===== src/rtl/eesa_pkg.sv =====
// shared constants, types and saturating arithmetic for the stiffness assembly block
// no dependencies
`timescale 1ns / 1ps

package eesa_pkg;

    localparam int DIMS   = 3;
    localparam int NODES  = 8;
    localparam int POINTS = 12;

    localparam int NDOF      = NODES * DIMS;
    localparam int MAT_DEPTH = NDOF * NDOF;
    localparam int MAT_AW    = $clog2(MAT_DEPTH);
    localparam int RES_AW    = $clog2(NDOF);
    localparam int NODE_W    = $clog2(NODES);
    localparam int PT_W      = $clog2(POINTS);
    localparam int DIM_W     = $clog2(DIMS);
    localparam int SHP_DEPTH = POINTS * NODES;
    localparam int SHP_AW    = $clog2(SHP_DEPTH);

    localparam logic [1:0] ST_OK    = 2'd0;
    localparam logic [1:0] ST_RANGE = 2'd1;
    localparam logic [1:0] ST_SAT   = 2'd2;

    typedef enum logic [2:0] {
        CMD_CLEAR,
        CMD_NODE,
        CMD_POINT,
        CMD_SHAPE,
        CMD_GRAD,
        CMD_ASSEMBLE,
        CMD_RD_MAT,
        CMD_RD_RES
    } cmd_t;

    typedef logic signed [31:0] q_t;
    typedef logic [DIMS-1:0][31:0] vec_t;

    typedef struct packed {
        logic sat;
        q_t   val;
    } qres_t;

    localparam q_t Q_MAX = 32'sh7FFF_FFFF;
    localparam q_t Q_MIN = -32'sh7FFF_FFFF - 32'sh1;

    // saturating a + b, or a - b when sub is set
    function automatic qres_t q_add(input q_t a, input q_t b, input logic sub);
        logic signed [32:0] s;
        qres_t r;
        s = sub ? ({a[31], a} - {b[31], b}) : ({a[31], a} + {b[31], b});
        if (s[32] != s[31])
        begin
            r.sat = 1'b1;
            r.val = s[32] ? Q_MIN : Q_MAX;
        end
        else
        begin
            r.sat = 1'b0;
            r.val = s[31:0];
        end
        return r;
    endfunction

endpackage


===== src/rtl/eesa_qmul.sv =====
// registered Q16.16 multiplier: full product registered, then floor shift and clamp
// depends on eesa_pkg
`timescale 1ns / 1ps

module eesa_qmul
(
    input  logic            clk,
    input  eesa_pkg::q_t    a,
    input  eesa_pkg::q_t    b,
    output eesa_pkg::qres_t res
);
    import eesa_pkg::*;

    logic signed [63:0] prod_reg;
    logic signed [63:0] shifted;

    always_ff @(posedge clk)
    begin
        prod_reg <= a * b;
    end

    always_comb
    begin
        // arithmetic shift rounds toward minus infinity
        shifted = prod_reg >>> 16;
        if ((&shifted[63:31]) || !(|shifted[63:31]))
        begin
            res.sat = 1'b0;
            res.val = shifted[31:0];
        end
        else
        begin
            res.sat = 1'b1;
            res.val = shifted[63] ? Q_MIN : Q_MAX;
        end
    end

endmodule


===== config.mk =====
export PLATFORM = sky130hd
export DESIGN_NAME = eesa_qmul
export DESIGN_NICKNAME = d
export VERILOG_FILES = /design/src/rtl/eesa_pkg.sv /design/src/rtl/eesa_qmul.sv
export SDC_FILE = /design/constraint.sdc
export NUM_CORES = 2
export LEC_CHECK = 0
export ABC_AREA = 1
export CAP_MARGIN = 10
export CORE_MARGIN = 4
export CORE_UTILIZATION = 54
export CTS_CLUSTER_SIZE = 8
export DETAILED_ROUTE_END_ITERATION = 10
export DONT_BUFFER_PORTS = 1
export GPL_TIMING_DRIVEN = 0
export PLACE_DENSITY_LB_ADDON = 0.08
export SLEW_MARGIN = 20
export SYNTH_ARGS = -nofsm -noshare
export SYNTH_HDL_FRONTEND = slang
export SYNTH_SLANG_ARGS = --single-unit

===== constraint.sdc =====
create_clock -name clk -period 7.9 [get_ports clk]
set_input_delay 0.79 -clock clk [delete_from_list [all_inputs] [get_ports clk]]
set_output_delay 0.79 -clock clk [all_outputs]
set_load 0.03 [all_outputs]

# After elaboration in Yosys (flattened, before gate mapping)
# Cells that the tools add are included.
# totals
ff_bits	64
inputBits	65
out_inout_bits	33
wordCells	8
# classes
mul	1
n_mux	2
n_reduce_logical	4
# ops
op	count
$mul A32 B32 Y64	1
$mux W33	1
$mux W32	1
$reduce_and A17 Y1	1
$reduce_or A17 Y1	1
$logic_not A1 Y1	1
$logic_or A1 B1 Y1	1

# Depth between registers and ports, before layout
# logic_depth
word_depth	4
depth_mapped	30
mapped_depth_nobuf	29

# Worst setup path before layout
# No wires, ideal clock.
# synth_timing
path_kind	input port to flip-flop
from	input port a[31]
to	register prod_reg[58]
setup_time_ns	0.112
arrival_ns	7.299
setup_slack_ns	0.488
path_stages	27
path_buffers	1
cell_sequence	clkbuf_1 nand2_1 inv_1 fa_1 inv_1 fa_1 inv_1 fa_1 fa_1 inv_1 fa_1 inv_1 fa_1 inv_1 fa_1 inv_1 fa_1 ha_1 nand2_1 nor2_1 inv_1 nor2_1 nand2_1 nor4_1 nand2_1 nand3_1 nand2_1
# synth_between
elab_chain_cells	1
# synth_rtl
item	line	text
from (decl)	eesa_qmul.sv:8	input eesa_pkg::q_t a,
$mul A32 B32 Y64	eesa_qmul.sv:19	prod_reg <= a * b;
to (signal assigned)	eesa_qmul.sv:19	
to (decl)	eesa_qmul.sv:14	logic signed [63:0] prod_reg;
# No other way between the ends.

# Worst setup path after layout
# layout_timing
from	input port b[6]
to	register prod_reg[48]
# layout_between
elab_chain_cells	1
# layout_rtl
item	line	text
from (decl)	eesa_qmul.sv:9	input eesa_pkg::q_t b,
$mul A32 B32 Y64	eesa_qmul.sv:19	
# No other way between the ends.

==> results <==
- The cell area reported after detailed placement is 0.0408 mm2.
- After synthesis, the mean cell area works out to 7.79 um2.
- Synthesis instantiated 32 different standard cells from the library.
- The number of remaining DRC errors is 0.
- The run finished with clean final reports.
- The largest fanout on the critical path is 10.
- Sorting the synthesized cells by area gives the leading types as fa_1, inv_1, nand2_1.
- On the worst path, the slowest cell contributes a delay of 710 ps.
- The Yosys warning count is 0.
- Routability-driven placement finished with a final weighted congestion of 1.05.
- The max-capacitance violation count is 0.
- The clock-pin slew of the registers on the worst-case setup and hold paths is 60 ps.
- In the finished design, the share of the clock period the worst path needs comes to 0.986.
- The worst pin sits at a relative slew slack of 0.214.
- Counting I/O delays and the setup requirement, the final critical path takes 7790 ps.
- The wire length of the first global-routing pass is 230000 um.
- Setup repair after global routing could not meet its margin everywhere.
- TritonCTS built the clock tree.
- The overall die area is 0.0776 mm2.
- The kind of launch point of the worst setup path is an input pin.
- Setup violations remaining at the end of the flow were counted as 0.
- 98 I/O pins were placed.
- The transition time at the pin with the least slew margin is 1180 ps.
- The number of global-route vias before repair is 34683.
- The via density per instance is 5.38.
- For this design, the slowest cell found on the critical path is fa_1.
- The initial utilization of the core area, before any placement, comes to 0.549.
- Buffers placed on the I/O ports in this run total 0.
- The dominant delay contributor by cell family on the critical path is adder cells.
- The start point of the critical path is b[6].
- The number of placed instances, taps included, is 6025.
- STA puts the critical path data arrival time at 7970 ps.
- Clock tree synthesis inserted a total of 5 buffers.
- The data required time at the worst endpoint is 8080 ps.
- The fraction of layout instances using a drive strength above 1 is 0.0413.
- Once detailed placement completed, the half-perimeter wirelength came to 132000 um.
- Summed over all layers, the routed wires come to 155000 um.
- The cell sitting at the root of the clock tree is a clkbuf_16.
- The number of hold-slack violations in the final timing report is 0.
- In this design, the critical path's most frequently occurring cell is fa_1.
- The number of flip-flops in the largest register is 48.
- The number of nets handed over by synthesis was 6399.
- The area growth from synthesis to final layout is 4.98%.
- The library cells used most frequently in the layout, excluding fill and tap cells, are inv_1, nand2_1, fa_1.
- The H-tree generated during clock tree synthesis spans 2 levels.
- Across every metal layer, demand over resource in global routing totals 0.413.
- The async set-reset flop share out of synthesis is 0.
- STA classifies the critical path endpoint as a register.
- The number of buffers inserted for hold repair after clock tree synthesis is 0.
- The synthesized netlist cell count is 5073.
- By startpoint and endpoint, the worst setup path is classified as input pin to register.
- The number of antenna violations at the first check in global routing is 5.
- The number of flops mapped to enable cells by yosys is 0.
- From left edge to right edge, the die measures 279 um.
- Of all cell types, the one taking the most synthesized area is fa_1.
- The clock drives 48 sinks.
- The worst hold path begins at b[0].
- The post-detailed-route count of antenna-violating nets is 0.
- The final count of pins violating max slew is 0.
- Walking the worst path, the cells encountered are buf_1 > nand2_1 > fa_1 > inv_1 > fa_1 > fa_1 > fa_1 > fa_1 > fa_1 > fa_1 > fa_1 > ha_1 > nand2_1 > nor2_1 > inv_1 > nor2_1 > inv_1 > nor3_2 > nand3_1 > nand3_1 > nand2_1.
- In this run the number of cells on the critical path is 21.
- The final layout contains 6432 nets.
- The share of synthesized area in the top cell type comes to 0.547.
- The floorplan step set the die height to 279 um.
- Leaving out fill and tap cells, the most frequent cell in the layout is inv_1.
- The post-detailed-route wirelength per cell is 25.7 um.
- Synthesis inferred 48 register bits.
- The cell count of the worst hold path is 9.
- The type of the worst min-delay path is input pin to register.
- In this run the core area contains 98 standard-cell rows.
- The final instance area is 0.0415 mm2.
- Among all flip-flop cells after synthesis, the most frequent one is dfxtp_1.
- The maximum clock frequency is 128 MHz.
- The placeable core region is 0.0720 mm2.
- The buffering stage count on the worst path with inverters included is 4.
- The detailed-router iteration count before antenna repair is 6.
- The final cell count without fillers is 6059.
- The cell area after technology mapping is 0.0395 mm2.
- The share of the Yosys chip area taken by registers is 0.0243.
- The vias after detailed routing is 32568.
- The total overflow left after global routing is 0.
- The clock passes through at most 2 buffers.
- The largest net degree at the start of global routing is 21.
- The DRC marker count from the first detailed-route iteration is 3190.
## metal layers
layer  track usage  wire [um]  vias up
li1              -          -    13903
met1         0.538      58700    16463
met2         0.634      67300     1692
met3        0.0889      15900      508
met4         0.255      13500        2
met5             0         55        -
## synth_stat cells (11+ instances only)
| cell type | number |
|---|---|
| inv_1 | 1661 |
| nand2_1 | 1478 |
| fa_1 | 1081 |
| clkbuf_1 | 193 |
| ha_1 | 180 |
| nor2_1 | 159 |
| a21oi_1 | 84 |
| nand3_1 | 51 |
| dfxtp_1 | 48 |
| o21ai_0 | 40 |
| xor2_1 | 20 |
| nand4_1 | 11 |
## layout make-up
cell class / count / area [um2]
Multi-Input combinational cell: 3162 / 31700
Clock buffer: 6 / 129
Antenna cell: 2 / 5.00
Tap cell: 950 / 1190
Clock inverter: 2 / 35.0
Buffer: 199 / 893
Fill cell: 7162 / 30500
Sequential cell: 48 / 961
Inverter: 1664 / 6260
Timing Repair Buffer: 26 / 285
## cell families (layout without fill, tap and decap cells)
kind of cell	Yosys count	after routing	share of synthesized area
DFF	48	48	0.0243
adders and majority gates	1261	1261	0.604
and+or+nand+nor	1735	1735	0.170
xor gates and xnor gates	27	27	0.00598
other	0	2	0
buffers and inverters	1863	1897	0.177
AOI/OAI and AO/OA	139	139	0.0188
## worst paths after layout
| check | slack, ps | endpoint |
|---|---|---|
| worst max-delay path | 110 | prod_reg[48] |
| worst min-delay path | 1170 | prod_reg[18] |
## stage by stage
step / utilization / hold WS [ps] / TNS, ps / setup WS, ps
finish: 0.577 / 1170 / 0 / 110
global route: 0.577 / 1260 / -141 / -64.2
CTS: 0.571 / 1160 / 0 / 5.84
detailed placement: 0.566 / 1310 / -27530 / -1510
global placement: 0.566 / 1300 / -27350 / -1510
floorplan: - / 1290 / 0 / 488
## repair_timing
| action | CTS | global route |
|---|---|---|
| buffers inserted | 10 | 13 |
| endpoints found under the setup margin | 27 | 32 |
| resized for setup | 33 | 267 |
| pin swaps | 2 | 7 |
Power is not shown: default switching activity piles up to over one toggle a cycle in this logic, so the estimate is an artifact.
